[config.mk]
export PLATFORM = sky130hd
export DESIGN_NAME = sleep_timer_queue_unit
export DESIGN_NICKNAME = d
export VERILOG_FILES = /design/src/hdl/stq_pkg.sv /design/src/hdl/stq_ram.sv /design/src/hdl/stq_alu.sv /design/src/hdl/sleep_timer_queue_unit.sv
export SDC_FILE = /design/constraint.sdc
export NUM_CORES = 1
export LEC_CHECK = 0
export BUFFER_PORTS_ARGS = -buffer_cell sky130_fd_sc_hd__buf_2
export CAP_MARGIN = 20
export CORE_MARGIN = 1
export CORE_UTILIZATION = 60
export DETAILED_ROUTE_END_ITERATION = 10
export GPL_ROUTABILITY_DRIVEN = 1
export PLACE_DENSITY = 0.88
export SYNTH_ARGS = -nofsm -noshare
export SYNTH_HDL_FRONTEND = slang
export SYNTH_HIERARCHICAL = 1
export SYNTH_SLANG_ARGS = --single-unit
[constraint.sdc]
create_clock -name clk -period 8.29 [get_ports clk]
set_clock_uncertainty 0.15 [all_clocks]
set_input_delay 0.4145 -clock clk [delete_from_list [all_inputs] [get_ports clk]]
set_output_delay 0.4145 -clock clk [all_outputs]
set_load 0.02 [all_outputs]
[src/hdl/stq_pkg.sv]
// stq_pkg: shared types and codes for the sleep timer queue
// request and response beat layouts, operation and status codes, unit result
// no dependencies
`default_nettype none

package stq_pkg;

  // fixed field widths
  localparam int FUNC_W   = 2;
  localparam int TID_W    = 16;
  localparam int REM_W    = 16;
  localparam int TICK_W   = 8;
  localparam int STATUS_W = 3;
  localparam int OCC_W    = 5;

  // operation codes
  localparam logic [FUNC_W-1:0] FUNC_ENQ    = 2'd0;
  localparam logic [FUNC_W-1:0] FUNC_DEQ    = 2'd1;
  localparam logic [FUNC_W-1:0] FUNC_TICK   = 2'd2;
  localparam logic [FUNC_W-1:0] FUNC_SEARCH = 2'd3;

  // status codes
  localparam logic [STATUS_W-1:0] ST_OK       = 3'd0;
  localparam logic [STATUS_W-1:0] ST_NONE     = 3'd1;
  localparam logic [STATUS_W-1:0] ST_FULL     = 3'd2;
  localparam logic [STATUS_W-1:0] ST_NO_SLEEP = 3'd3;
  localparam logic [STATUS_W-1:0] ST_PRESENT  = 3'd4;

  // request beat
  typedef struct packed {
    logic [FUNC_W-1:0] func;
    logic [TID_W-1:0]  task_id;
    logic [REM_W-1:0]  sleep_count;
    logic [TICK_W-1:0] tick_count;
  } stq_req_t;

  // response beat
  typedef struct packed {
    logic [TID_W-1:0]    out_id;
    logic [STATUS_W-1:0] status;
    logic                last;
    logic [OCC_W-1:0]    occupancy;
    logic [TID_W-1:0]    head_id;
  } stq_rsp_t;

  // result of the shared decrement and compare unit
  typedef struct packed {
    logic             match;
    logic             expired;
    logic [REM_W-1:0] rem_left;
  } stq_alu_t;

endpackage

`default_nettype wire

[src/hdl/stq_ram.sv]
// stq_ram: simple dual port memory, one write and one registered read per cycle
// depends on nothing
`default_nettype none

module stq_ram #(
  parameter int WIDTH = 32,
  parameter int DEPTH = 16
) (
  input  logic                     clk,
  input  logic                     we,
  input  logic [$clog2(DEPTH)-1:0] waddr,
  input  logic [WIDTH-1:0]         wdata,
  input  logic                     re,
  input  logic [$clog2(DEPTH)-1:0] raddr,
  output logic [WIDTH-1:0]         rdata
);

  logic [WIDTH-1:0] mem [DEPTH];

  // write port
  always_ff @(posedge clk) begin
    if (we) begin
      mem[waddr] <= wdata;
    end
  end

  // registered read port
  always_ff @(posedge clk) begin
    if (re) begin
      rdata <= mem[raddr];
    end
  end

endmodule

`default_nettype wire

[src/hdl/stq_alu.sv]
// stq_alu: shared saturating decrement and id compare used by every scan step
// depends on stq_pkg
`default_nettype none

module stq_alu #(
  parameter int ID_BITS = 16
) (
  input  logic [stq_pkg::REM_W-1:0]  rem,
  input  logic [stq_pkg::TICK_W-1:0] ticks,
  input  logic [ID_BITS-1:0]         id,
  input  logic [ID_BITS-1:0]         key,
  output stq_pkg::stq_alu_t          res
);
  import stq_pkg::*;

  logic [REM_W-1:0] ticks_ext;

  assign ticks_ext = REM_W'(ticks);

  // saturate at zero, expired once nothing is left
  always_comb begin
    res.expired  = (rem <= ticks_ext);
    res.rem_left = res.expired ? '0 : rem - ticks_ext;
    res.match    = (id == key);
  end

endmodule

`default_nettype wire

[src/hdl/sleep_timer_queue_unit.sv]
// sleep_timer_queue_unit: arrival-ordered queue of sleeping tasks with tick expiry
// depends on stq_pkg, stq_ram, stq_alu
//
//   channel  direction  handshake               beat
//   req      in         req_valid / req_stall   stq_req_t (func, task_id, sleep_count, tick_count)
//   rsp      out        rsp_valid / rsp_stall   stq_rsp_t (out_id, status, last, occupancy, head_id)
//
// enqueue goes straight to the put state, and dequeue passes a data state first
// when a new head must be fetched; the put state loads the response beat
// search and tick walk the queue through one memory read port and the shared
// decrement/compare unit, then the put state loads a single response beat, or,
// for tick expiries, one beat per expired id read back from a side buffer
// req_stall is high whenever the sequencer is busy; rsp_stall only holds the
// response register and the sequencer behind it
// synchronous reset empties the queue; the stores need no clearing pass
`default_nettype none

module sleep_timer_queue_unit #(
  parameter int DEPTH   = 16,
  parameter int ID_BITS = 16
) (
  input  logic              clk,
  input  logic              rst,
  input  logic              req_valid,
  output logic              req_stall,
  input  stq_pkg::stq_req_t req,
  output logic              rsp_valid,
  input  logic              rsp_stall,
  output stq_pkg::stq_rsp_t rsp
);
  import stq_pkg::*;

  localparam int PW = $clog2(DEPTH);
  localparam int CW = $clog2(DEPTH + 1);
  localparam int MW = ID_BITS + REM_W;
  localparam logic [CW-1:0] FULL = CW'(DEPTH);

  localparam logic [2:0] S_IDLE   = 3'd0;
  localparam logic [2:0] S_SCAN   = 3'd1;
  localparam logic [2:0] S_DQ_DAT = 3'd2;
  localparam logic [2:0] S_XRD    = 3'd3;
  localparam logic [2:0] S_XDAT   = 3'd4;
  localparam logic [2:0] S_PUT    = 3'd5;

  function automatic logic [PW-1:0] wrap_inc(input logic [PW-1:0] p);
    return (p == PW'(DEPTH - 1)) ? '0 : p + 1'b1;
  endfunction

  // control state
  logic [2:0]    state;
  logic [PW-1:0] head;
  logic [PW-1:0] tail;
  logic [CW-1:0] count;
  logic [PW-1:0] rp;
  logic [PW-1:0] wp;
  logic [CW-1:0] issued;
  logic [CW-1:0] keep;
  logic [CW-1:0] nexp;
  logic [CW-1:0] k;
  logic          d_v;
  logic          found;

  // payload state
  logic [ID_BITS-1:0]  hid;
  logic [ID_BITS-1:0]  key;
  logic [TICK_W-1:0]   ticks;
  logic [FUNC_W-1:0]   op;
  logic [ID_BITS-1:0]  res_id;
  logic [STATUS_W-1:0] res_status;
  logic                res_last;

  // memory ports
  logic               mw_en;
  logic [PW-1:0]      mw_addr;
  logic [MW-1:0]      mw_data;
  logic               mr_en;
  logic [PW-1:0]      mr_addr;
  logic [MW-1:0]      mr_data;
  logic               xw_en;
  logic [PW-1:0]      xw_addr;
  logic [ID_BITS-1:0] xw_data;
  logic               xr_en;
  logic [PW-1:0]      xr_addr;
  logic [ID_BITS-1:0] xr_data;

  logic               accept;
  logic               slot_free;
  logic               scan_done;
  logic [31:0]        req_id32;
  logic [ID_BITS-1:0] req_id;
  logic [ID_BITS-1:0] scan_id;
  logic [REM_W-1:0]   scan_rem;
  logic [31:0]        res_id32;
  logic [31:0]        hid32;
  logic [31:0]        count32;
  stq_alu_t           alu;

  assign accept    = req_valid && !req_stall;
  assign req_stall = (state != S_IDLE);
  assign slot_free = !rsp_valid || !rsp_stall;
  assign scan_done = (issued == count) && !d_v;

  assign req_id32 = 32'(req.task_id);
  assign req_id   = req_id32[ID_BITS-1:0];
  assign scan_id  = mr_data[ID_BITS-1:0];
  assign scan_rem = mr_data[MW-1:ID_BITS];
  assign res_id32 = 32'(res_id);
  assign hid32    = 32'(hid);
  assign count32  = 32'(count);

  // entry store: {remaining, id}
  stq_ram #(.WIDTH(MW), .DEPTH(DEPTH)) u_store (
    .clk   (clk),
    .we    (mw_en),
    .waddr (mw_addr),
    .wdata (mw_data),
    .re    (mr_en),
    .raddr (mr_addr),
    .rdata (mr_data)
  );

  // expired ids of the current tick, oldest first
  stq_ram #(.WIDTH(ID_BITS), .DEPTH(DEPTH)) u_expired (
    .clk   (clk),
    .we    (xw_en),
    .waddr (xw_addr),
    .wdata (xw_data),
    .re    (xr_en),
    .raddr (xr_addr),
    .rdata (xr_data)
  );

  // shared decrement and compare
  stq_alu #(.ID_BITS(ID_BITS)) u_alu (
    .rem   (scan_rem),
    .ticks (ticks),
    .id    (scan_id),
    .key   (key),
    .res   (alu)
  );

  // memory port steering
  always_comb begin
    mw_en   = 1'b0;
    mw_addr = tail;
    mw_data = {req.sleep_count, req_id};
    mr_en   = 1'b0;
    mr_addr = wrap_inc(head);
    xw_en   = 1'b0;
    xw_addr = nexp[PW-1:0];
    xw_data = scan_id;
    xr_en   = 1'b0;
    xr_addr = k[PW-1:0];
    case (state)
      S_IDLE: begin
        if (accept && req.func == FUNC_ENQ && req.sleep_count != '0 && count != FULL) begin
          mw_en = 1'b1;
        end
        if (accept && req.func == FUNC_DEQ && count > CW'(1)) begin
          mr_en = 1'b1;
        end
      end
      S_SCAN: begin
        if (issued != count) begin
          mr_en   = 1'b1;
          mr_addr = rp;
        end
        // compaction writes trail the reads, so they never collide
        if (d_v && op == FUNC_TICK) begin
          if (alu.expired) begin
            xw_en = 1'b1;
          end else begin
            mw_en   = 1'b1;
            mw_addr = wp;
            mw_data = {alu.rem_left, scan_id};
          end
        end
      end
      S_XRD: begin
        xr_en = 1'b1;
      end
      default: begin
      end
    endcase
  end

  // sequencer
  always_ff @(posedge clk) begin
    if (rst) begin
      state     <= S_IDLE;
      head      <= '0;
      tail      <= '0;
      count     <= '0;
      d_v       <= 1'b0;
      rsp_valid <= 1'b0;
    end else begin
      // response register: loaded from the put state, held while stalled
      rsp_valid <= (state == S_PUT && slot_free) || (rsp_valid && rsp_stall);
      case (state)
        S_IDLE: begin
          if (accept) begin
            op         <= req.func;
            key        <= req_id;
            ticks      <= (req.tick_count == '0) ? TICK_W'(1) : req.tick_count;
            res_id     <= '0;
            res_last   <= 1'b1;
            rp         <= head;
            wp         <= head;
            issued     <= '0;
            keep       <= '0;
            nexp       <= '0;
            found      <= 1'b0;
            d_v        <= 1'b0;
            case (req.func)
              FUNC_ENQ: begin
                state <= S_PUT;
                if (req.sleep_count == '0) begin
                  res_status <= ST_NO_SLEEP;
                end else if (count == FULL) begin
                  res_status <= ST_FULL;
                end else begin
                  res_status <= ST_OK;
                  tail       <= wrap_inc(tail);
                  count      <= count + 1'b1;
                  if (count == '0) begin
                    hid <= req_id;
                  end
                end
              end
              FUNC_DEQ: begin
                if (count == '0) begin
                  res_status <= ST_NONE;
                  state      <= S_PUT;
                end else begin
                  res_status <= ST_OK;
                  res_id     <= hid;
                  head       <= wrap_inc(head);
                  count      <= count - 1'b1;
                  state      <= (count > CW'(1)) ? S_DQ_DAT : S_PUT;
                end
              end
              default: begin
                state <= S_SCAN;
              end
            endcase
          end
        end
        S_DQ_DAT: begin
          hid   <= scan_id;
          state <= S_PUT;
        end
        S_SCAN: begin
          // issue the next read
          if (issued != count) begin
            rp     <= wrap_inc(rp);
            issued <= issued + 1'b1;
          end
          d_v <= (issued != count);
          // process the entry read last cycle
          if (d_v) begin
            if (op == FUNC_TICK) begin
              if (alu.expired) begin
                nexp <= nexp + 1'b1;
              end else begin
                wp   <= wrap_inc(wp);
                keep <= keep + 1'b1;
                if (keep == '0) begin
                  hid <= scan_id;
                end
              end
            end else if (alu.match) begin
              found <= 1'b1;
            end
          end
          if (scan_done) begin
            if (op == FUNC_TICK) begin
              count <= keep;
              tail  <= wp;
              k     <= '0;
              if (nexp == '0) begin
                res_status <= ST_NONE;
                state      <= S_PUT;
              end else begin
                state <= S_XRD;
              end
            end else begin
              res_status <= found ? ST_PRESENT : ST_NONE;
              state      <= S_PUT;
            end
          end
        end
        S_XRD: begin
          state <= S_XDAT;
        end
        S_XDAT: begin
          res_id     <= xr_data;
          res_status <= ST_OK;
          res_last   <= ((k + 1'b1) == nexp);
          state      <= S_PUT;
        end
        S_PUT: begin
          if (slot_free) begin
            if (res_last) begin
              state <= S_IDLE;
            end else begin
              k     <= k + 1'b1;
              state <= S_XRD;
            end
          end
        end
        default: begin
          state <= S_IDLE;
        end
      endcase
    end
  end

  // response beat payload, occupancy and head taken after the operation
  always_ff @(posedge clk) begin
    if (state == S_PUT && slot_free) begin
      rsp.out_id    <= res_id32[TID_W-1:0];
      rsp.status    <= res_status;
      rsp.last      <= res_last;
      rsp.occupancy <= count32[OCC_W-1:0];
      rsp.head_id   <= (count != '0) ? hid32[TID_W-1:0] : '0;
    end
  end

endmodule

`default_nettype wire
* Word level (Yosys, flattened, before mapping) *
Memories as Yosys holds them, arrays and structs flattened. A register that Yosys moved wholly into a read port is not among the register bits.
Cells that the tools add are included.

storage, ports and cells
  register bits after elaboration = 150
  memory bits (writable) = 768
  input port bits = 46
  output and inout port bits = 43
  memories = 2

memory list
  name           words  width  rd ports  clocked after memory_dff  write ports  RTL line       source
  u_store.mem    16     32     1         1                         1            stq_ram.sv:18  logic [WIDTH-1:0] mem [DEPTH];
  u_expired.mem  16     16     1         1                         1            stq_ram.sv:18

operators by class
  add/sub/neg operators = 11
  order comparisons = 2
  eq/ne operators = 38
  mux-type cells = 107
  bitwise logic cells = 2
  reduce and logical (&&, ||, !) cells = 46

operators with widths
  kind                                                           number
  16-bit 2-to-1 mux                                              12
  32-bit 2-to-1 mux                                              3
  5-bit 2-to-1 mux                                               18
  4-bit 2-to-1 mux                                               20
  5-bit one-hot mux with 2 select lines                          6
  16-bit one-hot mux with 3 select lines                         1
  3-bit 2-to-1 mux                                               12
  2-bit inequality test, second input constant                   16
  16-bit one-hot mux with 2 select lines                         1
  6-bit AND reduction                                            5
  5-bit by 1-bit adder with 5-bit output, second input constant  5
  4-bit one-hot mux with 2 select lines                          3
  1-bit 2-to-1 mux                                               19
  4-bit by 1-bit adder with 4-bit output, second input constant  4
  16-bit equality test                                           1
  4-bit equality test, second input constant                     4
  16-bit by 8-bit <= comparator with 1-bit output                1
  16-bit logical NOT                                             1
  16-bit nonzero test                                            1
  16-bit by 8-bit subtractor with 16-bit output                  1
  5-bit logical NOT                                              3
  3-bit inequality test, second input constant                   5
  3-bit one-hot mux with 5 select lines                          1
  3-bit one-hot mux with 2 select lines                          2
  31 further kinds                                               61

* Depth between registers and ports, before layout *
Gate-level depths: netlist of run 1.

  depth in word-level cells = 10
  depth in mapped cells = 14
  gate-level depth less buffers = 13

* By module *
Netlist of run 1, hierarchy kept.

modules (own cells, without submodules)
  module                  times used  cells each  area each (µm²)
  stq_ram at u_store      1           838         20155.6
  stq_ram at u_expired    1           432         10202.3
  sleep_timer_queue_unit  1           561         7181.9
  stq_alu                 1           111         829.5

* Worst setup path after synthesis of run 1 *
Ideal clock, no wire load.

  path type = register -> register
  start point = register ticks[0]
  end point = memory u_store.mem[0][0] (enable)
  setup time = 461 ps
  arrival = 5516 ps
  slack = 2162 ps
  cell stages (with the launch flop) = 14
  cells stage by stage = edfxtp_1 -> ha_1 -> fa_1 -> nor2b_1 -> o21ai_0 -> nand2b_2 -> a41oi_2 -> o21a_1 -> buf_6 -> nor3_4 -> buf_6 -> mux2_2 -> or3b_2 -> nor3_1

RTL lines
  what                      RTL line                       source
  start: declaration        sleep_timer_queue_unit.sv:66   logic [TICK_W-1:0] ticks;
  start signal: assignment  sleep_timer_queue_unit.sv:204  ticks <= (req.tick_count == '0) ? TICK_W'(1) : req.tick_count;
  end: declaration          stq_ram.sv:18

==> flow_summary.ini, run 1 <==
[yosys]
synth-seq-cells = 966
synth-edff-count = 948
synth_warnings = 6
synth_ff_type = edfxtp_1
postSynthAreaPerCell_um2 = 19.76
synth-simple-area-share_pct = 4.017
ys_types = 72
synth_compound_area_share_pct = 3.965
yosys.area_share.adder_pct = 0.7696
synth_top_area_share_pct = 74.19
async_flop_share_pct = 0
synth_area_um2 = 38370
muxShareOfSynthArea_pct = 13.21
synth_xor_area_share_pct = 1.210
netlist_top_cells_area = edfxtp_1 74%, mux4_2 11%, a22oi_1 1.9%
yosysTopAreaCell = edfxtp_1
synth_top_family_by_area = multiplexers
synth.net_count = 2011
yosysMostFrequentCell = edfxtp_1
syn_inst = 1942
yosysSeqAreaShare_pct = 75.13
synth_common_cells = 948 x edfxtp_1, 182 x mux4_2, 99 x a22oi_1, 86 x nor2_1, 76 x nand2_1

[cts]
clockBufferDepth = 3
postCtsSetupBuffers = 0
path_clk_slew_ns = 0.06
cts-resized-gates = 0
numCtsBuffers = 92
clock_latency_ns = 0.66
cts-root-buf = clkbuf_16
htree_levels = 3
cts_tree = yes
cts.sinks = 966

[power_and_ir_drop]
internal_power_mw = 9.483
fin_total_pwr_mw = 13.45
powerDensity_nw_per_um2 = 310.5
combPwrFrac_pct = 20.3
switching_power_mw = 3.971
ir_worst_vdd_uv = 208.0
swShare_pct = 29.52
power_leakage_nw = 13.97
p_clk_share_pct = 31.4
seqPwrFrac_pct = 48.3

[global_route]
grt_overflow = 0
grt_max_degree = 67
grtUsageTotal_pct = 29.32
grt_pass1_wl_mm = 137.2
grt_pass1_vias = 21380
antenna_found_initial = 1

[placed_design]
place_worst_setup_slack_ns = 2.979
numPortBuffers = 88
hpwlAfterDp_mm = 51.83
gp_congestion = 0.8436

[sta]
maxSlewViolCount = 0
setup_viol = 0
period_needed_ns = 5.597
max_slew_margin_pct = 17.95
holdWs_ns = 0.09033
setup_tns_ns = 0
fmax_mhz = 178.7
hold_viol_final = 0
rsz0062_at_grt = false
worstMarginPinSlew_ns = 1.228
fin_crit_sh_pct = 67.52
setup_ws_ns = 2.693

[routing]
post-route-drc-count = 0
drt_first_pass_iters = 9
detail-route-antenna-nets = 0
wl_per_cell_um = 31.55
via_per_inst = 7.052
routed_wl_mm = 95.24
vias = 21290
drt_iter0_drc = 3333

[floorplanning]
rows = 92
initial_core_util_pct = 60.83
num_io_pins = 89
die-width_um = 254.9
dieArea_um2 = 64960
fp.coreArea_um2 = 63080
die_y_um = 254.9

[worst_setup_path]
cp.required_ns = 8.40
endpoint_kind = flip-flop
crit_type = reg -> reg
worstSetupStartpointType = flip-flop
critPathMaxFanout = 37
crit_arrival_ns = 5.71
r2r_cells = 12

[worst_hold_path]
hold_path_class = in -> reg
hold_depth = 2

[layout]
layout-drive-gt1-share_pct = 25.55
nets = 2167
area_growth_syn_to_layout_pct = 12.94
nFillCells = 3514

[job]
maxCapViolations = 0

[status]
status = completed
worst max-delay path: stages (launching register included):
cell and delay (ns):
edfxtp_1 0.37, ha_1 0.25, fa_1 0.43, nor2b_1 0.21
o21ai_0 0.13, nand2b_2 0.16, a41oi_2 0.24, o21a_1 0.52
nor3_4 0.27, buf_4 0.50, mux2_2 0.46, or3b_2 0.62
nor2_4 0.85
metal layers:
metal	up-vias	global-route usage, %	part of all wire [%]
met5	-	0	0.037
met1	10650	38.19	34
met2	1951	47.41	49
met4	4	13.98	5.1
li1	8278	-	-
met3	403	6.519	12
final timing paths:
kind	from	end	slack, ns
hold reg to reg	res_status[2]	rsp[24]	0.27
setup reg to reg	ticks[0]	u_store/mem[3][21]	2.69
hold / removal	rst	head[2]	0.09
setup / recovery	ticks[0]	u_store/mem[3][21]	2.69
power groups by stage:
stage | combinational, mW | clock [mW] | sequential (mW)
floorplan | 1.91 | 0 | 6.36
global placement | 2.43 | 0 | 6.52
detailed placement | 2.56 | 0 | 6.57
CTS | 2.65 | 4.24 | 6.49
global route | 2.86 | 4.42 | 6.53
finish | 2.73 | 4.22 | 6.50
area by class of cell:
cell class	count	area, µm²	area share [%]
sequential	966	28830	66.53
multi-input combinational	848	9129	21.07
clock buffer	108	2405	5.550
timing repair buffer	165	1214	2.801
tap	846	1059	2.443
clock inverter	60	603.1	1.392
inverter	25	93.84	0.2166
antenna	1	2.502	0.005775
cell families after synthesis:
logic type	after synthesis
mux	255
buf+inv	128
flops	966
xor+xnor	53
simple gates	306
compound gates	211
fa+ha+maj	23
per-stage QoR:
step | instance area, µm² | instances | utilization, %
6_report | 43330 | 3019 | 68.69
5_1_grt | 43330 | 3018 | 68.69
4_1_cts | 43210 | 3011 | 68.50
2_1_floorplan | 38370 | 1942 | -
3_5_place_dp | 39930 | 2816 | 63.30
3_3_place_gp | 39850 | 2813 | 63.17
sequential cells by signal, summed over array words and instances (netlist names), 3 cells and up:
signal           flops
state                3
u_store/mem        512
rp                   4
k                    5
head                 4
count                5
hid                 16
rsp                 41
keep                 5
ticks                8
nexp                 5
issued               5
u_expired/mem      256
u_expired/rdata     16
res_id              16
tail                 4
res_status           3
key                 16
u_store/rdata       32
wp                   4
what timing repair did:
action,CTS,global route
hold buffers,27,0
hold endpoints to repair,33,0
setup endpoints to repair,0,0
cell usage in the layout (no fill, tap or decap), types with 26 or more instances in the layout:
cell           synthesis  layout
a22oi_1               99      99
buf_2                 21      88
buf_4                 13      41
clkbuf_16              0      94
clkinv_1               0      26
dlygate4sd3_1          0      27
edfxtp_1             948     948
mux2_2                56      54
mux4_2               182     182
nand2_1               76      76
nor2_1                86      68
xnor2_1               41      41
Note: power is estimated with default switching activity, not from simulation.
==> inputs of run 2 (changes only) <==
Settings changed: CORE_UTILIZATION 60 to 56, PLACE_DENSITY 0.88 to 0.86.
Clock period 8.29 ns to 4.9 ns, I/O delays scaled along.
==> run 2 against run 1 <==
  * Sequential share of layout area is 0.72 points lower
  * Cell count is 2.0% higher
  * Combinational power is 85% higher
  * Non-clock buffer count is 29 higher
  * Fmax is 25% higher
  * Core utilization is 3.8 points lower
==> flow_summary.ini, run 2 (same netlist as run 1, synthesis figures left out) <==
[worst_setup_path]
crit_arrival_ns = 4.69
reg2reg_from = ticks[0]
crit_type = reg -> reg
rr_endpoint = u_store/mem[0][9]
cp.required_ns = 5.10
r2r_cells = 12
path_cells = ha_1 > fa_1 > nor2b_1 > o21ai_0 > nand2b_2 > a41oi_2 > o21a_1 > nor3_4 > mux2_2 > or3b_2 > nor3_4 > buf_12
reg2reg_slack_ns = 0.41
critPathMaxFanout = 32
cpMaxStageDelayCell = or3b_2
path_common_cell = nor3_4
worstSetupStartpointType = flip-flop
endpoint_kind = flip-flop
cpPeakStageDelay_ns = 0.62

[global_route]
grt_use_met3_pct = 6.954
grt_overflow = 0
grt_util_met2_pct = 44.72
grt.busiest_layer = met2
grt_max_degree = 67
grt_pass1_vias = 21100
grt_pass1_wl_mm = 140.3
grt.met1_usage_pct = 37.07
antenna_found_initial = 3
grtUsageTotal_pct = 27.68

[worst_hold_path]
hold_path_class = in -> reg
hold_depth = 5
hold_path.startpoint = req_valid
whs_endpoint = state[1]

[routing]
wl_per_cell_um = 31.06
vias = 21030
drt_first_pass_iters = 7
post-route-drc-count = 0
via_per_inst = 6.832
routed_wl_mm = 95.59
detail-route-antenna-nets = 0
drt_iter0_drc = 3546

[sta]
worstMarginPinSlew_ns = 1.025
period_needed_ns = 4.491
rsz0062_at_grt = false
fin_crit_sh_pct = 91.66
maxSlewViolCount = 0
setup_viol = 0
fmax_mhz = 222.7
hold_viol_final = 0
max_slew_margin_pct = 31.50
setup_ws_ns = 0.4087

[placed_design]
gp_congestion = 0.9246
numPortBuffers = 88
hpwlAfterDp_mm = 56.93
place_worst_setup_slack_ns = 0.5198

[layout]
final_cell_mix = 948 x edfxtp_1, 182 x mux4_2, 99 x a22oi_1
final_common_cell = edfxtp_1
area_growth_syn_to_layout_pct = 14.17
largest_register_ffs = 512
top_regs = u_store/mem x512, u_expired/mem x256, rsp x41
layout-drive-gt1-share_pct = 26.88
seqCellArea_um2 = 28830
multi_input_area_um2 = 9112
nets = 2196
nFillCells = 4014
regMostFlops = u_store/mem
final_util_pct = 64.88

[cts]
cts.sinks = 966
holdBufCountCts = 29
postCtsSetupBuffers = 0
clock_latency_ns = 0.66
clockBufferDepth = 3
cts_tree = yes
htree_levels = 3
cts-root-buf = clkbuf_16
numCtsBuffers = 92
cts-resized-gates = 0
path_clk_slew_ns = 0.06

[power_and_ir_drop]
ir_worst_vdd_uv = 324.3
powerDensity_nw_per_um2 = 531.6
power_leakage_nw = 14.21

[floorplanning]
die_y_um = 263.8
dieArea_um2 = 69570
initial_core_util_pct = 56.83
num_io_pins = 89
fp.coreArea_um2 = 67510
rows = 95
die-width_um = 263.8

[job]
maxCapViolations = 0

[status]
status = completed
run 2: worst max-delay path: cells and delay by family (launching register included):
kind / cells / cell delay, ns
AND/OR/NAND/NOR: 5 / 1.61
AO/OA/AOI/OAI: 3 / 0.68
adder cells (fa/ha/maj): 2 / 0.65
multiplexers: 1 / 0.44
flip-flops: 1 / 0.37
buffers and inverters: 1 / 0.26
run 2: routing by layer:
layer | vias to the layer above | routed length, µm
li1 | 8323 | -
met4 | 2 | 3506
met2 | 1829 | 45850
met5 | - | 13
met1 | 10610 | 33770
met3 | 262 | 12460
run 2: final cells by class:
class                           instances  share of cell area, %
Sequential cell                       966                  65.81
Multi-Input combinational cell        848                  20.80
Clock buffer                          105                  5.464
Timing Repair Buffer                  194                  3.499
Tap cell                              873                  2.494
Clock inverter                         64                  1.702
Inverter                               25                 0.2142
Antenna cell                            3                0.01714
run 2: worst max path at each step:
stage | endpoint | slack [ns] | from
floorplan | u_store/mem[12][0] | -0.81 | ticks[0]
global placement | u_store/mem[0][3] | 0.66 | ticks[0]
detailed placement | u_store/mem[0][3] | 0.52 | ticks[0]
CTS | u_store/mem[0][6] | 0.44 | ticks[0]
global route | u_store/mem[0][9] | 0.21 | ticks[0]
finish | u_store/mem[0][9] | 0.41 | ticks[0]
run 2: power by group:
part | internal [mW] | switching [mW]
registers | 10.2 | 0.645
clock network | 4.27 | 3.16
logic | 1.94 | 3.12
run 2: through the flow:
| step | std cells | total power, mW | hold slack (ns) | TNS (ns) | cell area, µm² |
|---|---|---|---|---|---|
| after floorplan | 1942 | 13.99 | 0.1939 | -65.12 | 38400 |
| after global placement | 2871 | 15.41 | 0.2509 | 0 | 40300 |
| after detailed placement | 2873 | 15.67 | 0.2545 | 0 | 40320 |
| after CTS | 3071 | 23.13 | 0.002736 | 0 | 43750 |
| after global routing | 3075 | 23.90 | 0.08639 | 0 | 43800 |
| final | 3078 | 23.29 | 0.05212 | 0 | 43810 |
